$ cat src/hw/rtl/assert_macros.svh
// Assertion helpers shared by the RTL. Define ASSERT_OFF to drop them all.
`ifndef ASSERT_MACROS_SVH
`define ASSERT_MACROS_SVH

`ifndef ASSERT_OFF

// Check a property on every rising clk_i edge outside reset.
`define ASSERT_CLK(lbl, prop, msg) \
  lbl: assert property (@(posedge clk_i) disable iff (!rst_ni) (prop)) else $error(msg);

// Check that a condition never holds outside reset.
`define ASSERT_NEVER(lbl, cond, msg) \
  lbl: assert property (@(posedge clk_i) disable iff (!rst_ni) !(cond)) else $error(msg);

`else

`define ASSERT_CLK(lbl, prop, msg)
`define ASSERT_NEVER(lbl, cond, msg)

`endif

`endif

$ cat src/hw/rtl/tsk_pkg.sv
package tsk_pkg;

  localparam int unsigned NUM_AXES  = 3;
  localparam int unsigned AXIS_W    = 2;
  localparam int unsigned SAMPLE_W  = 16;
  localparam int unsigned FRAC_W    = 16;
  localparam int unsigned EST_W     = 32;
  localparam int unsigned VAR_W     = 32;
  localparam int unsigned NOISE_W   = 16;
  localparam int unsigned PNOISE_SH = 4;
  localparam int unsigned RANGE_W   = 2;
  localparam int unsigned OUT_W     = 24;
  localparam int unsigned OUT_SH    = 8;
  localparam int unsigned CFG_IDX_W = 3;

  // serial datapath widths
  localparam int unsigned GAIN_W  = FRAC_W + 1;   // gain 0..1.0 in Q1.16
  localparam int unsigned DEN_W   = VAR_W + 1;    // p1 + (noise << 16)
  localparam int unsigned REM_W   = DEN_W + 1;    // divider partial remainder
  localparam int unsigned MCAND_W = EST_W + 2;    // innovation, signed
  localparam int unsigned PROD_W  = MCAND_W + 1;  // scaled product, signed
  localparam int unsigned STEP_W  = 5;

  localparam int unsigned IN_DATA_W  = ((NUM_AXES * SAMPLE_W + 7) / 8) * 8;
  localparam int unsigned OUT_DATA_W = ((NUM_AXES * OUT_W + 1 + 7) / 8) * 8;

  localparam logic [STEP_W-1:0] LAST_STEP = STEP_W'(GAIN_W - 1);

  localparam logic [AXIS_W-1:0] AXIS_LAST = AXIS_W'(NUM_AXES - 1);

  localparam logic [VAR_W-1:0]  VAR_THRESHOLD = 32'd655;
  localparam logic [VAR_W-1:0]  VAR_ONE       = 32'h0001_0000;
  localparam logic [GAIN_W-1:0] GAIN_ONE      = 17'h1_0000;

  localparam logic [RANGE_W-1:0] RANGE_RST    = 2'd0;
  localparam logic [NOISE_W-1:0] PNOISE_RST   = 16'd6144;
  localparam logic [NOISE_W-1:0] MNOISE_X_RST = 16'd97;
  localparam logic [NOISE_W-1:0] MNOISE_Y_RST = 16'd140;
  localparam logic [NOISE_W-1:0] MNOISE_Z_RST = 16'd133;

  typedef enum logic [CFG_IDX_W-1:0] {
    REG_RANGE    = 3'd0,
    REG_PNOISE   = 3'd1,
    REG_MNOISE_X = 3'd2,
    REG_MNOISE_Y = 3'd3,
    REG_MNOISE_Z = 3'd4
  } cfg_reg_e;

  // Starting estimate: (32768 >> (range + 1)) in Q16.16.
  function automatic logic signed [EST_W-1:0] init_estimate(input logic [RANGE_W-1:0] rng);
    logic signed [EST_W-1:0] val;
    unique case (rng)
      2'd0: val = 32'sh4000_0000;
      2'd1: val = 32'sh2000_0000;
      2'd2: val = 32'sh1000_0000;
      2'd3: val = 32'sh0800_0000;
    endcase
    return val;
  endfunction

endpackage

$ cat src/hw/rtl/tsk_div.sv
// Restoring divider, one quotient bit per cycle, MSB first.
// quo = floor(num * 2^16 / den), valid when done_o pulses; needs num <= den.
module tsk_div (
  input  logic                          clk_i,
  input  logic                          rst_ni,
  input  logic                          start_i,
  input  logic [tsk_pkg::VAR_W-1:0]     num_i,
  input  logic [tsk_pkg::DEN_W-1:0]     den_i,
  output logic [tsk_pkg::GAIN_W-1:0]    quo_o,
  output logic                          done_o
);

  logic                          busy_q, busy_d;
  logic                          done_q, done_d;
  logic [tsk_pkg::STEP_W-1:0]    step_q, step_d;
  logic [tsk_pkg::REM_W-1:0]     rem_q, rem_d;
  logic [tsk_pkg::DEN_W-1:0]     den_q, den_d;
  logic [tsk_pkg::GAIN_W-1:0]    quo_q, quo_d;

  logic [tsk_pkg::REM_W-1:0]     den_ext;
  logic [tsk_pkg::REM_W-1:0]     rem_sub;
  logic [tsk_pkg::REM_W-1:0]     rem_sel;
  logic                          ge;

  assign den_ext = {1'b0, den_q};
  assign ge      = (rem_q >= den_ext);
  assign rem_sub = rem_q - den_ext;
  assign rem_sel = ge ? rem_sub : rem_q;

  always_comb begin
    busy_d = busy_q;
    done_d = 1'b0;
    step_d = step_q;
    rem_d  = rem_q;
    den_d  = den_q;
    quo_d  = quo_q;
    if (start_i) begin
      busy_d = 1'b1;
      step_d = '0;
      rem_d  = {{(tsk_pkg::REM_W - tsk_pkg::VAR_W){1'b0}}, num_i};
      den_d  = den_i;
      quo_d  = '0;
    end else if (busy_q) begin
      // keep the remainder below den, then double it for the next bit
      rem_d = {rem_sel[tsk_pkg::REM_W-2:0], 1'b0};
      quo_d = {quo_q[tsk_pkg::GAIN_W-2:0], ge};
      if (step_q == tsk_pkg::LAST_STEP) begin
        busy_d = 1'b0;
        done_d = 1'b1;
      end else begin
        step_d = step_q + 1'b1;
      end
    end
  end

  always_ff @(posedge clk_i or negedge rst_ni) begin
    if (!rst_ni) begin
      busy_q <= 1'b0;
      done_q <= 1'b0;
      step_q <= '0;
    end else begin
      busy_q <= busy_d;
      done_q <= done_d;
      step_q <= step_d;
    end
  end

  always_ff @(posedge clk_i) begin
    rem_q <= rem_d;
    den_q <= den_d;
    quo_q <= quo_d;
  end

  assign quo_o  = quo_q;
  assign done_o = done_q;

endmodule

$ cat src/hw/rtl/tsk_mul.sv
// Shift-add multiplier, one multiplier bit per cycle, LSB first.
// prod = floor(mcand * mplier / 2^16); the accumulator halves after every
// bit but the last, so the dropped bits give exact floor rounding.
module tsk_mul (
  input  logic                                 clk_i,
  input  logic                                 rst_ni,
  input  logic                                 start_i,
  input  logic signed [tsk_pkg::MCAND_W-1:0]   mcand_i,
  input  logic [tsk_pkg::GAIN_W-1:0]           mplier_i,
  output logic signed [tsk_pkg::PROD_W-1:0]    prod_o,
  output logic                                 done_o
);

  logic                                busy_q, busy_d;
  logic                                done_q, done_d;
  logic [tsk_pkg::STEP_W-1:0]          step_q, step_d;
  logic signed [tsk_pkg::PROD_W-1:0]   acc_q, acc_d;
  logic signed [tsk_pkg::MCAND_W-1:0]  mcand_q, mcand_d;
  logic [tsk_pkg::GAIN_W-1:0]          mplier_q, mplier_d;

  logic signed [tsk_pkg::PROD_W-1:0]   addend;
  logic signed [tsk_pkg::PROD_W-1:0]   sum;

  assign addend = mplier_q[0] ? {mcand_q[tsk_pkg::MCAND_W-1], mcand_q} : '0;
  assign sum    = acc_q + addend;

  always_comb begin
    busy_d   = busy_q;
    done_d   = 1'b0;
    step_d   = step_q;
    acc_d    = acc_q;
    mcand_d  = mcand_q;
    mplier_d = mplier_q;
    if (start_i) begin
      busy_d   = 1'b1;
      step_d   = '0;
      acc_d    = '0;
      mcand_d  = mcand_i;
      mplier_d = mplier_i;
    end else if (busy_q) begin
      mplier_d = mplier_q >> 1;
      if (step_q == tsk_pkg::LAST_STEP) begin
        acc_d  = sum;
        busy_d = 1'b0;
        done_d = 1'b1;
      end else begin
        acc_d  = sum >>> 1;
        step_d = step_q + 1'b1;
      end
    end
  end

  always_ff @(posedge clk_i or negedge rst_ni) begin
    if (!rst_ni) begin
      busy_q <= 1'b0;
      done_q <= 1'b0;
      step_q <= '0;
    end else begin
      busy_q <= busy_d;
      done_q <= done_d;
      step_q <= step_d;
    end
  end

  always_ff @(posedge clk_i) begin
    acc_q    <= acc_d;
    mcand_q  <= mcand_d;
    mplier_q <= mplier_d;
  end

  assign prod_o = acc_q;
  assign done_o = done_q;

endmodule

$ cat src/hw/rtl/three_axis_scalar_kalman.sv
// Three-axis scalar Kalman smoother for accelerometer samples. Each request
// carries one signed 16-bit sample per axis; each result carries the three
// updated estimates as signed Q16.8 plus an all_settled flag that is high once
// every axis variance has dropped to 0.01 or below (such an axis is frozen).
// Axes are worked one after another through a shared bit-serial divider for
// the gain and two bit-serial multipliers for the estimate and variance
// updates. An active axis passes through setup, divide and multiply steps,
// while a frozen axis is skipped at its setup step. Once the result is
// loaded, the block goes back to idle and can take the next request. The
// result sits in an output register, so the next request is taken while the
// previous result still waits. A configuration write (registers: 0 range,
// 1 process noise, 2..4 measurement noise x/y/z) restarts every estimate at
// 32768 >> (range + 1) and every variance at 1.0; writes to other indexes
// are accepted and ignored. Configuration is taken only while idle, and a
// write offered in the same cycle as a request goes first.
`include "assert_macros.svh"

module three_axis_scalar_kalman (
  input  logic                                clk_i,
  input  logic                                rst_ni,
  // request: sample_x, sample_y, sample_z (16 bits each, from bit 0 up)
  input  logic                                s_axis_tvalid_i,
  output logic                                s_axis_tready_o,
  input  logic [tsk_pkg::IN_DATA_W-1:0]       s_axis_tdata_i,
  // result: filtered_x, filtered_y, filtered_z (24 bits each), all_settled,
  // then zero fill, from bit 0 up
  output logic                                m_axis_tvalid_o,
  input  logic                                m_axis_tready_i,
  output logic [tsk_pkg::OUT_DATA_W-1:0]      m_axis_tdata_o,
  // configuration write
  input  logic                                cfg_valid_i,
  output logic                                cfg_ready_o,
  input  logic [tsk_pkg::CFG_IDX_W-1:0]       cfg_index_i,
  input  logic [tsk_pkg::NOISE_W-1:0]         cfg_data_i
);

  typedef enum logic [5:0] {
    ST_IDLE = 6'b000001,
    ST_PREP = 6'b000010,
    ST_DIVS = 6'b000100,
    ST_DIV  = 6'b001000,
    ST_MUL  = 6'b010000,
    ST_OUT  = 6'b100000
  } state_e;

  state_e state_q, state_d;

  // configuration
  logic [tsk_pkg::RANGE_W-1:0]  range_q;
  logic [tsk_pkg::NOISE_W-1:0]  pnoise_q;
  logic [tsk_pkg::NOISE_W-1:0]  mnoise_q [tsk_pkg::NUM_AXES];

  // filter state per axis
  logic signed [tsk_pkg::EST_W-1:0] est_q [tsk_pkg::NUM_AXES];
  logic [tsk_pkg::VAR_W-1:0]        var_q [tsk_pkg::NUM_AXES];

  // current request
  logic signed [tsk_pkg::SAMPLE_W-1:0] samp_q [tsk_pkg::NUM_AXES];
  logic [tsk_pkg::AXIS_W-1:0]          ax_q, ax_d;

  // per-axis working values
  logic [tsk_pkg::VAR_W-1:0]            p1_q, p1_d;
  logic signed [tsk_pkg::MCAND_W-1:0]   innov_q, innov_d;

  // output register
  logic                                 m_valid_q, m_valid_d;
  logic [tsk_pkg::OUT_DATA_W-1:0]       m_data_q, m_data_d;

  logic s_fire, cfg_fire, cfg_hit, out_free;

  logic [tsk_pkg::RANGE_W-1:0]          range_new;
  logic signed [tsk_pkg::EST_W-1:0]     est_init;

  logic [tsk_pkg::VAR_W-1:0]            cur_var;
  logic signed [tsk_pkg::EST_W-1:0]     cur_est;
  logic                                 cur_active;
  logic [tsk_pkg::VAR_W:0]              p1_sum;
  logic signed [tsk_pkg::MCAND_W-1:0]   samp_ext, est_ext;
  logic [tsk_pkg::DEN_W-1:0]            den;

  logic                                 div_start, div_done;
  logic [tsk_pkg::GAIN_W-1:0]           div_quo;
  logic                                 mul_start, est_mul_done, var_mul_done;
  logic signed [tsk_pkg::PROD_W-1:0]    est_prod, var_prod;

  logic signed [tsk_pkg::PROD_W:0]      x_sum;
  logic [tsk_pkg::PROD_W-tsk_pkg::EST_W+1:0] x_top;
  logic signed [tsk_pkg::EST_W-1:0]     x_new;
  logic                                 store;
  logic                                 settled;

  // ---------------------------------------------------------------- handshakes
  // hold off a request while a configuration write is offered
  assign s_axis_tready_o = (state_q == ST_IDLE) & ~cfg_valid_i;
  assign cfg_ready_o     = (state_q == ST_IDLE);
  assign s_fire          = s_axis_tvalid_i & s_axis_tready_o;
  assign cfg_fire        = cfg_valid_i & cfg_ready_o;
  assign cfg_hit         = cfg_fire & (cfg_index_i <= tsk_pkg::REG_MNOISE_Z);
  assign out_free        = ~m_valid_q | m_axis_tready_i;

  // the restart uses the range being written, if that is the register hit
  assign range_new = (tsk_pkg::cfg_reg_e'(cfg_index_i) == tsk_pkg::REG_RANGE) ?
                     cfg_data_i[tsk_pkg::RANGE_W-1:0] : range_q;
  assign est_init  = tsk_pkg::init_estimate(range_new);

  always_ff @(posedge clk_i or negedge rst_ni) begin
    if (!rst_ni) begin
      range_q     <= tsk_pkg::RANGE_RST;
      pnoise_q    <= tsk_pkg::PNOISE_RST;
      mnoise_q[0] <= tsk_pkg::MNOISE_X_RST;
      mnoise_q[1] <= tsk_pkg::MNOISE_Y_RST;
      mnoise_q[2] <= tsk_pkg::MNOISE_Z_RST;
    end else if (cfg_fire) begin
      unique case (tsk_pkg::cfg_reg_e'(cfg_index_i))
        tsk_pkg::REG_RANGE:    range_q     <= cfg_data_i[tsk_pkg::RANGE_W-1:0];
        tsk_pkg::REG_PNOISE:   pnoise_q    <= cfg_data_i;
        tsk_pkg::REG_MNOISE_X: mnoise_q[0] <= cfg_data_i;
        tsk_pkg::REG_MNOISE_Y: mnoise_q[1] <= cfg_data_i;
        tsk_pkg::REG_MNOISE_Z: mnoise_q[2] <= cfg_data_i;
        default: ;
      endcase
    end
  end

  // ---------------------------------------------------------------- axis setup
  assign cur_var    = var_q[ax_q];
  assign cur_est    = est_q[ax_q];
  assign cur_active = (cur_var > tsk_pkg::VAR_THRESHOLD);

  // predicted variance, saturated at all ones
  assign p1_sum = {1'b0, cur_var} +
                  (tsk_pkg::VAR_W+1)'({pnoise_q, {tsk_pkg::PNOISE_SH{1'b0}}});

  // innovation: (sample << 16) - estimate
  assign samp_ext = {{(tsk_pkg::MCAND_W - tsk_pkg::SAMPLE_W - tsk_pkg::FRAC_W)
                      {samp_q[ax_q][tsk_pkg::SAMPLE_W-1]}},
                     samp_q[ax_q], {tsk_pkg::FRAC_W{1'b0}}};
  assign est_ext  = {{(tsk_pkg::MCAND_W - tsk_pkg::EST_W){cur_est[tsk_pkg::EST_W-1]}},
                     cur_est};

  always_comb begin
    p1_d    = p1_q;
    innov_d = innov_q;
    if (state_q == ST_PREP) begin
      p1_d    = p1_sum[tsk_pkg::VAR_W] ? '1 : p1_sum[tsk_pkg::VAR_W-1:0];
      innov_d = samp_ext - est_ext;
    end
  end

  // gain denominator: p1 + (meas_noise << 16)
  assign den = {1'b0, p1_q} +
               {1'b0, mnoise_q[ax_q], {tsk_pkg::FRAC_W{1'b0}}};

  assign div_start = (state_q == ST_DIVS);
  assign mul_start = (state_q == ST_DIV) & div_done;

  tsk_div u_div (
    .clk_i   (clk_i),
    .rst_ni  (rst_ni),
    .start_i (div_start),
    .num_i   (p1_q),
    .den_i   (den),
    .quo_o   (div_quo),
    .done_o  (div_done)
  );

  // estimate step: gain * innovation
  tsk_mul u_est_mul (
    .clk_i    (clk_i),
    .rst_ni   (rst_ni),
    .start_i  (mul_start),
    .mcand_i  (innov_q),
    .mplier_i (div_quo),
    .prod_o   (est_prod),
    .done_o   (est_mul_done)
  );

  // variance update: (1 - gain) * p1
  tsk_mul u_var_mul (
    .clk_i    (clk_i),
    .rst_ni   (rst_ni),
    .start_i  (mul_start),
    .mcand_i  ({{(tsk_pkg::MCAND_W - tsk_pkg::VAR_W){1'b0}}, p1_q}),
    .mplier_i (tsk_pkg::GAIN_ONE - div_quo),
    .prod_o   (var_prod),
    .done_o   (var_mul_done)
  );

  // new estimate, clamped to the 32-bit signed range
  assign x_sum = {{(tsk_pkg::PROD_W + 1 - tsk_pkg::EST_W){cur_est[tsk_pkg::EST_W-1]}},
                  cur_est} +
                 {est_prod[tsk_pkg::PROD_W-1], est_prod};
  assign x_top = x_sum[tsk_pkg::PROD_W:tsk_pkg::EST_W-1];

  always_comb begin
    if ((&x_top) | ~(|x_top)) begin
      x_new = x_sum[tsk_pkg::EST_W-1:0];
    end else if (x_sum[tsk_pkg::PROD_W]) begin
      x_new = {1'b1, {(tsk_pkg::EST_W-1){1'b0}}};
    end else begin
      x_new = {1'b0, {(tsk_pkg::EST_W-1){1'b1}}};
    end
  end

  assign store = (state_q == ST_MUL) & est_mul_done;

  // ---------------------------------------------------------------- filter state
  always_ff @(posedge clk_i or negedge rst_ni) begin
    if (!rst_ni) begin
      for (int i = 0; i < tsk_pkg::NUM_AXES; i++) begin
        est_q[i] <= tsk_pkg::init_estimate(tsk_pkg::RANGE_RST);
        var_q[i] <= tsk_pkg::VAR_ONE;
      end
    end else if (cfg_hit) begin
      for (int i = 0; i < tsk_pkg::NUM_AXES; i++) begin
        est_q[i] <= est_init;
        var_q[i] <= tsk_pkg::VAR_ONE;
      end
    end else if (store) begin
      est_q[ax_q] <= x_new;
      var_q[ax_q] <= var_prod[tsk_pkg::VAR_W-1:0];
    end
  end

  // hold the samples of the request in flight
  always_ff @(posedge clk_i) begin
    if (s_fire) begin
      for (int i = 0; i < tsk_pkg::NUM_AXES; i++) begin
        samp_q[i] <= s_axis_tdata_i[i*tsk_pkg::SAMPLE_W +: tsk_pkg::SAMPLE_W];
      end
    end
    p1_q    <= p1_d;
    innov_q <= innov_d;
  end

  // ---------------------------------------------------------------- sequencer
  always_comb begin
    state_d = state_q;
    ax_d    = ax_q;
    unique case (state_q)
      ST_IDLE: begin
        if (s_fire) begin
          ax_d    = '0;
          state_d = ST_PREP;
        end
      end
      ST_PREP: begin
        // skip a frozen axis
        if (cur_active) begin
          state_d = ST_DIVS;
        end else if (ax_q == tsk_pkg::AXIS_LAST) begin
          state_d = ST_OUT;
        end else begin
          ax_d = ax_q + 1'b1;
        end
      end
      ST_DIVS: state_d = ST_DIV;
      ST_DIV: begin
        if (div_done) begin
          state_d = ST_MUL;
        end
      end
      ST_MUL: begin
        if (est_mul_done) begin
          if (ax_q == tsk_pkg::AXIS_LAST) begin
            state_d = ST_OUT;
          end else begin
            ax_d    = ax_q + 1'b1;
            state_d = ST_PREP;
          end
        end
      end
      ST_OUT: begin
        if (out_free) begin
          state_d = ST_IDLE;
        end
      end
      default: state_d = ST_IDLE;
    endcase
  end

  always_ff @(posedge clk_i or negedge rst_ni) begin
    if (!rst_ni) begin
      state_q <= ST_IDLE;
      ax_q    <= '0;
    end else begin
      state_q <= state_d;
      ax_q    <= ax_d;
    end
  end

  // ---------------------------------------------------------------- result
  always_comb begin
    settled = 1'b1;
    for (int i = 0; i < tsk_pkg::NUM_AXES; i++) begin
      if (var_q[i] > tsk_pkg::VAR_THRESHOLD) begin
        settled = 1'b0;
      end
    end
  end

  always_comb begin
    m_valid_d = m_valid_q;
    m_data_d  = m_data_q;
    if (m_valid_q & m_axis_tready_i) begin
      m_valid_d = 1'b0;
    end
    if ((state_q == ST_OUT) & out_free) begin
      m_valid_d = 1'b1;
      m_data_d  = '0;
      // Q16.16 floored to Q16.8 always fits 24 bits
      for (int i = 0; i < tsk_pkg::NUM_AXES; i++) begin
        m_data_d[i*tsk_pkg::OUT_W +: tsk_pkg::OUT_W] =
          est_q[i][tsk_pkg::EST_W-1 -: tsk_pkg::OUT_W];
      end
      m_data_d[tsk_pkg::NUM_AXES*tsk_pkg::OUT_W] = settled;
    end
  end

  always_ff @(posedge clk_i or negedge rst_ni) begin
    if (!rst_ni) begin
      m_valid_q <= 1'b0;
    end else begin
      m_valid_q <= m_valid_d;
    end
  end

  always_ff @(posedge clk_i) begin
    m_data_q <= m_data_d;
  end

  assign m_axis_tvalid_o = m_valid_q;
  assign m_axis_tdata_o  = m_data_q;

  // ---------------------------------------------------------------- checks
  `ASSERT_CLK(a_req_starts_axis0, s_fire |=> (state_q == ST_PREP) && (ax_q == '0),
              "accepted request did not start at the first axis")
  `ASSERT_NEVER(a_axis_in_range, ax_q > tsk_pkg::AXIS_LAST, "axis index out of range")
  `ASSERT_CLK(a_div_done_in_div, div_done |-> state_q == ST_DIV,
              "divider finished outside the divide step")
  `ASSERT_CLK(a_mul_lockstep, est_mul_done == var_mul_done,
              "estimate and variance multipliers out of step")
  `ASSERT_CLK(a_gain_bound, div_done |-> div_quo <= tsk_pkg::GAIN_ONE,
              "gain above one")
  `ASSERT_CLK(a_var_not_grown,
              var_mul_done |-> (var_prod[tsk_pkg::PROD_W-1:tsk_pkg::VAR_W] == '0) &&
                               (var_prod[tsk_pkg::VAR_W-1:0] <= p1_q),
              "updated variance exceeds predicted variance")

endmodule

$ cat config.mk
export PLATFORM = sky130hd
export DESIGN_NAME = three_axis_scalar_kalman
export DESIGN_NICKNAME = d
export VERILOG_FILES = /design/src/hw/rtl/tsk_pkg.sv /design/src/hw/rtl/tsk_div.sv /design/src/hw/rtl/tsk_mul.sv /design/src/hw/rtl/three_axis_scalar_kalman.sv
export VERILOG_INCLUDE_DIRS = /design/src /design/src/hw/rtl
export SDC_FILE = /design/constraint.sdc
export NUM_CORES = 1
export LEC_CHECK = 0
export BUFFER_PORTS_ARGS = -buffer_cell sky130_fd_sc_hd__buf_2
export CAP_MARGIN = 15
export CELL_PAD_IN_SITES_DETAIL_PLACEMENT = 0
export CELL_PAD_IN_SITES_GLOBAL_PLACEMENT = 1
export CORE_UTILIZATION = 54
export DETAILED_ROUTE_END_ITERATION = 8
export PLACE_DENSITY_LB_ADDON = 0.1
export SYNTH_ARGS = -nofsm -noshare
export SYNTH_HDL_FRONTEND = slang
export SYNTH_SLANG_ARGS = --single-unit
$ cat constraint.sdc
create_clock -name clk_i -period 13.9 [get_ports clk_i]
set_input_delay 2.78 -clock clk_i [delete_from_list [all_inputs] [get_ports clk_i]]
set_output_delay 2.78 -clock clk_i [all_outputs]
set_load 0.1 [all_outputs]
Yosys cells after proc, flatten, opt, wreduce, memory -nomap -nowiden. Memories as Yosys holds them, arrays and structs flattened. Cells that the tools add are included.

Flip-flop bits (word level): 680. Bits in latches: 0. RAM bits: 48. ROM bits: 0. Input port bits: 72. Output and inout bits: 83. Memories: 1.

Add/subtract/negate cells: 12. Multipliers: 0. Divide/modulo/power cells: 0. $lt $le $gt $ge: 8. Equality and inequality tests: 26. Shift-type cells: 0. Multiplexer cells: 74. Bitwise operators: 14. Reductions and logical operators: 21.

Memory list: samp_q (depth 3, bits a word 16, rd ports 1, clocked after memory_dff 0, wr ports 3, line three_axis_scalar_kalman.sv:58) `logic signed [tsk_pkg::SAMPLE_W-1:0] samp_q [tsk_pkg::NUM_AXES];`.

Operators by type and width (count): $mux 96 (4); $mux 32 (10); $bwmux 96 (2); $bmux 32 s2 (2); $gt 32x10->1 const B (4); $pmux 32 s4 (1); $mux 17 (4); $mux 34 (2); $demux 32 s2 (1); $mux 5 (9); $mux 6 (7); $add 32x35->36 (1); $pmux 6 s6 (1); $add 35x33->35 (1); $add 35x35->35 (1); $mux 35 (1); $ge 34x33->1 (1); $add 32x20->33 (1); $add 32x32->33 (1); $mux 33 (1); $sub 32x32->33 (1); $sub 33x33->33 (1); $bmux 16 s2 (1); $mux 16 (2); other kinds (38) (95).

Logic depth before layout (Yosys ltp).
Word-level depth: 12. Depth in mapped cells: 25. Gate-level depth less buffers: 17.

Modules after synthesis. Synthesis repeated with hierarchy kept, for this count alone.

Cells, all modules: 3804. Area, all modules: 39699.3 µm².

By module, submodules not included: three_axis_scalar_kalman (times used 1, cells each 2034, area each 22758.1 µm², sequential area each 12289.3 µm²); tsk_mul at u_est_mul (times used 1, cells each 612, area each 5720.5 µm², sequential area each 2407.3 µm²); tsk_mul at u_var_mul (times used 1, cells each 593, area each 5705.5 µm², sequential area each 2407.3 µm²); tsk_div (times used 1, cells each 565, area each 5515.3 µm², sequential area each 2507.4 µm²).

Least setup slack after synthesis. No wires, ideal clock.

Kind: input port to output port. From: in cfg_valid_i. To: out s_axis_tready_o. Data arrival time: 4052 ps. Required time: 11120 ps. Slack: 7068 ps. Cell stages on the path: 1. Path buffers: 0. Cell sequence: nor2_1.

Word-level cells in the longest chain between the ends: 2.

RTL lines: start: declaration (line three_axis_scalar_kalman.sv:31) `input logic cfg_valid_i,`; $not 1->1 (line three_axis_scalar_kalman.sv:94) `assign s_axis_tready_o = (state_q == ST_IDLE) & ~cfg_valid_i;`; $and 1x1->1 (line three_axis_scalar_kalman.sv:94); end: declaration (line three_axis_scalar_kalman.sv:23) `output logic s_axis_tready_o,`.

Every way passes these cells.

Worst setup path after layout. Ends and elaborated chain as after synthesis.

==> impl_metrics.csv <==
group,metric,value,unit
finish,syn2layout_area_growth,11.4,%
clock_network,clk_latency,0.63,ns
synth,async_flop_share,0.395,
finish,final_nets,4226,
clock_network,cts_tree,"yes",
die,core-area,71600,µm²
sta,fin_skew,0.0222,ns
clock_network,cts_buffers,80,
synth,ys.flop_type,"edfxtp_1",
worst_setup_path,crit_type,"in -> out",
worst_setup_path,startpoint_type,"primary input",
global_route,grtUsageTotal,0.278,
die,io_pins,155,
clock_network,postCtsSetupBuffers,0,
worst_setup_path,worstPathArrival,3.50,ns
place,gp_congestion,0.901,
global_route,grt_max_degree,182,
worst_setup_path,worstPathRequired,11.12,ns
drt,drt_iter0_drc,2491,
drt,drtPass1Iterations,5,
sta,max_slew.worst_pin.slew,1.09,ns
global_route,grt_pass1_vias,27799,
worst_setup_path,crit_chain,"buf_2 -> nor2_1 -> buf_2",
clock_network,cts_max_level,3,
clock_network,clockBufferDepth,3,
synth,synthDistinctLibCells,102,
place,port_buffers,147,
clock_network,cts.sinks,726,
sta,rsz0062_at_grt,"false",
power_and_ir_drop,pwr_density_cell,166,nW/µm²
global_route,grt_pass1_wl,161,mm
outcome,status,"completed",
clock_network,cts_resized,0,
die,dieArea,73600,µm²
synth,ys_ff_latch,726,
flow_run,maxCapViolCount,0,
synth,yosys_warnings,0,
die,die_h,271,µm
worst_setup_path,cp_max_fo,5,
clock_network,clk_pin_slew,0.05,ns
synth,synth.avg_cell_area,10.1,µm²
synth,synth_edf_count,350,
sta,drv_slew,0,
power_and_ir_drop,leakagePower,18.7,nW
finish,drive_gt1_frac,0.114,
finish,postLayoutCoreUtil,0.610,
die,die_x,271,µm
drt,drc_errors,0,
global_route,antenna_found_initial,1,
die,rows,98,
global_route,overflow,0,
clock_network,hold_buffers,0,
clock_network,clockRootBuffer,"clkbuf_16",
drt,drtAntennaViolNets,0,
synth,netlist_instances,3867,
drt,vias,29169,
place,dp_hpwl,72.5,mm
sta,fmax,159,MHz
worst_setup_path,cp_slowest_cell,"buf_2",
hold_path,hold_path.class,"reg -> reg",
synth,ys_seq_area_frac,0.498,
sta,fin_crit_sh,0.452,
synth,syn_area,39200,µm²
die,start_util,0.547,
sta,fin_setup_tns,0,ns
drt,wirelength,103,mm
sta,min_period,6.28,ns
drt,wire_per_inst,20.7,µm
finish,antenna_cells,0,
drt,avgViaCountPerCell,5.87,
worst_setup_path,max_stage_delay,0.45,ns
sta,max_slew_margin,0.274,
sta,hold_viol,0,
power_and_ir_drop,ir_drop,143,µV
sta,setup_viol,0,
worst_setup_path,end_kind,"output pin",
worst_setup_path,cpMostUsedCell,"buf_2",
[cell usage in the layout (no fill, tap or decap), types with 35 or more instances in the layout]
cell         n
o21a_1      35
dfxtp_1     89
inv_1      152
xnor2_1    116
mux2i_1    153
xor2_1      67
nor2_1     302
nand2_1    493
a21o_1      70
a22o_1      70
nor3_1      46
and2_1      86
a21oi_1    236
buf_2      146
clkbuf_16   88
edfxtp_1   350
nand3_1     79
o21ai_0    293
mux2_2      67
dfrtp_1    265
ha_1       193
[worst paths after layout]
check                                                       end  slack (ns)                   from  cells past startpoint
worst min-delay path            u_est_mul.mcand_q[27]$_DFFE_PP_        0.42  innov_q[27]$_DFFE_PP_                      0
worst min register to register  u_est_mul.mcand_q[27]$_DFFE_PP_        0.42  innov_q[27]$_DFFE_PP_                      0
worst max register to register            est_q[73]$_DFFE_PN0P_        7.65    ax_q[1]$_DFFE_PN0P_                     17
worst max-delay path                            s_axis_tready_o        7.62            cfg_valid_i                      3
min in group asynchronous                 est_q[84]$_DFFE_PN0P_        2.20                 rst_ni                      1
max in group asynchronous                   ax_q[1]$_DFFE_PN0P_       10.20                 rst_ni                      2
[Yosys cell counts (15+ instances only)]
cell / number / area (µm²)
nand4_1: 31 / 194
ha_1: 193 / 2410
dfrtp_1: 269 / 6730
a31oi_1: 33 / 206
nand3_1: 80 / 400
nand2b_1: 34 / 213
nor2_1: 305 / 1140
a311oi_1: 23 / 201
o21a_1: 35 / 263
buf_2: 16 / 80.1
mux2i_1: 153 / 1530
clkbuf_1: 135 / 507
a22o_1: 70 / 613
o21ai_0: 293 / 1470
nand2_1: 494 / 1850
and2_1: 87 / 544
and3_1: 21 / 131
nor4_1: 27 / 169
xor2_1: 67 / 587
xnor2_1: 116 / 1020
dfstp_2: 18 / 473
mux2_2: 67 / 754
o21bai_1: 20 / 150
a21o_1: 70 / 526
a211oi_1: 25 / 188
nor2b_1: 29 / 181
inv_1: 153 / 574
o211ai_1: 18 / 135
dfxtp_1: 89 / 1780
or3_1: 16 / 100
edfxtp_1: 350 / 10500
buf_1: 15 / 56.3
nor3_1: 46 / 230
a21oi_1: 236 / 1180
[power by group]
part	internal (mW)	leakage, nW	total, mW	switching (mW)
Combinational	0.823	9.55	2.05	1.23
Sequential	2.66	7.67	2.87	0.212
Clock	1.42	1.44	2.31	0.890
Total	4.91	18.7	7.24	2.33
[per-layer routing]
layer  wire length [µm]  GRT usage  share of wire  vias up
li1                   -          -              -    14096
met1              50700      0.435           0.49    14123
met2              43000      0.402           0.42      859
met3               7780     0.0502          0.076       91
met4               1320     0.0520          0.013        0
met5                  0          0              0        -
[critical path, delay by kind of cell]
kind,cells,cell delay [ns]
buffers and inverters,2,0.58
AND/OR/NAND/NOR,1,0.14
[flip-flops by register name (all words and copies together), names as in the netlist, 33 cells and up]
| name | count |
|---|---|
| u_est_mul.mcand_q | 33 |
| m_axis_tdata_o | 73 |
| samp_q | 48 |
| var_q | 96 |
| u_div.rem_q | 34 |
| u_est_mul.prod_o | 35 |
| mnoise_q | 48 |
| u_div.den_q | 33 |
| est_q | 96 |
| u_var_mul.prod_o | 35 |
| innov_q | 33 |
[layout make-up]
cell class                      count  area [µm²]
Fill cell                        6089       27900
Sequential cell                   726       19500
Multi-Input combinational cell   2808       18400
Clock buffer                      113        2460
Tap cell                          950        1190
Timing Repair Buffer              182        1020
Inverter                          157         592
Clock inverter                     35         474
[cells by family (layout without fill, tap and decap cells)]
family,count (synthesis),count (layout),share of synthesized area
simple gates,1223,1223,0.143
other cells,1,7,0.0000957
compound gates,975,975,0.159
mux,220,220,0.0584
buf+inv,339,487,0.0350
flops,726,726,0.498
xor+xnor,184,184,0.0413
fa+ha+maj,199,199,0.0647
[per-stage QoR]
stage | area, µm² | power (mW) | hold slack [ns] | setup WS [ns] | std cells
6_report | 43700 | 7.24 | 0.417 | 7.62 | 4971
3_5_place_dp | 40700 | 4.94 | 0.405 | 7.62 | 4822
5_1_grt | 43700 | 7.61 | 0.427 | 7.16 | 4971
4_1_cts | 43600 | 7.26 | 0.418 | 7.62 | 4970
3_3_place_gp | 40700 | 4.91 | 0.401 | 7.63 | 4822
2_1_floorplan | 39200 | 4.37 | 0.400 | 7.07 | 3873
(Power assumes the default switching activity.)
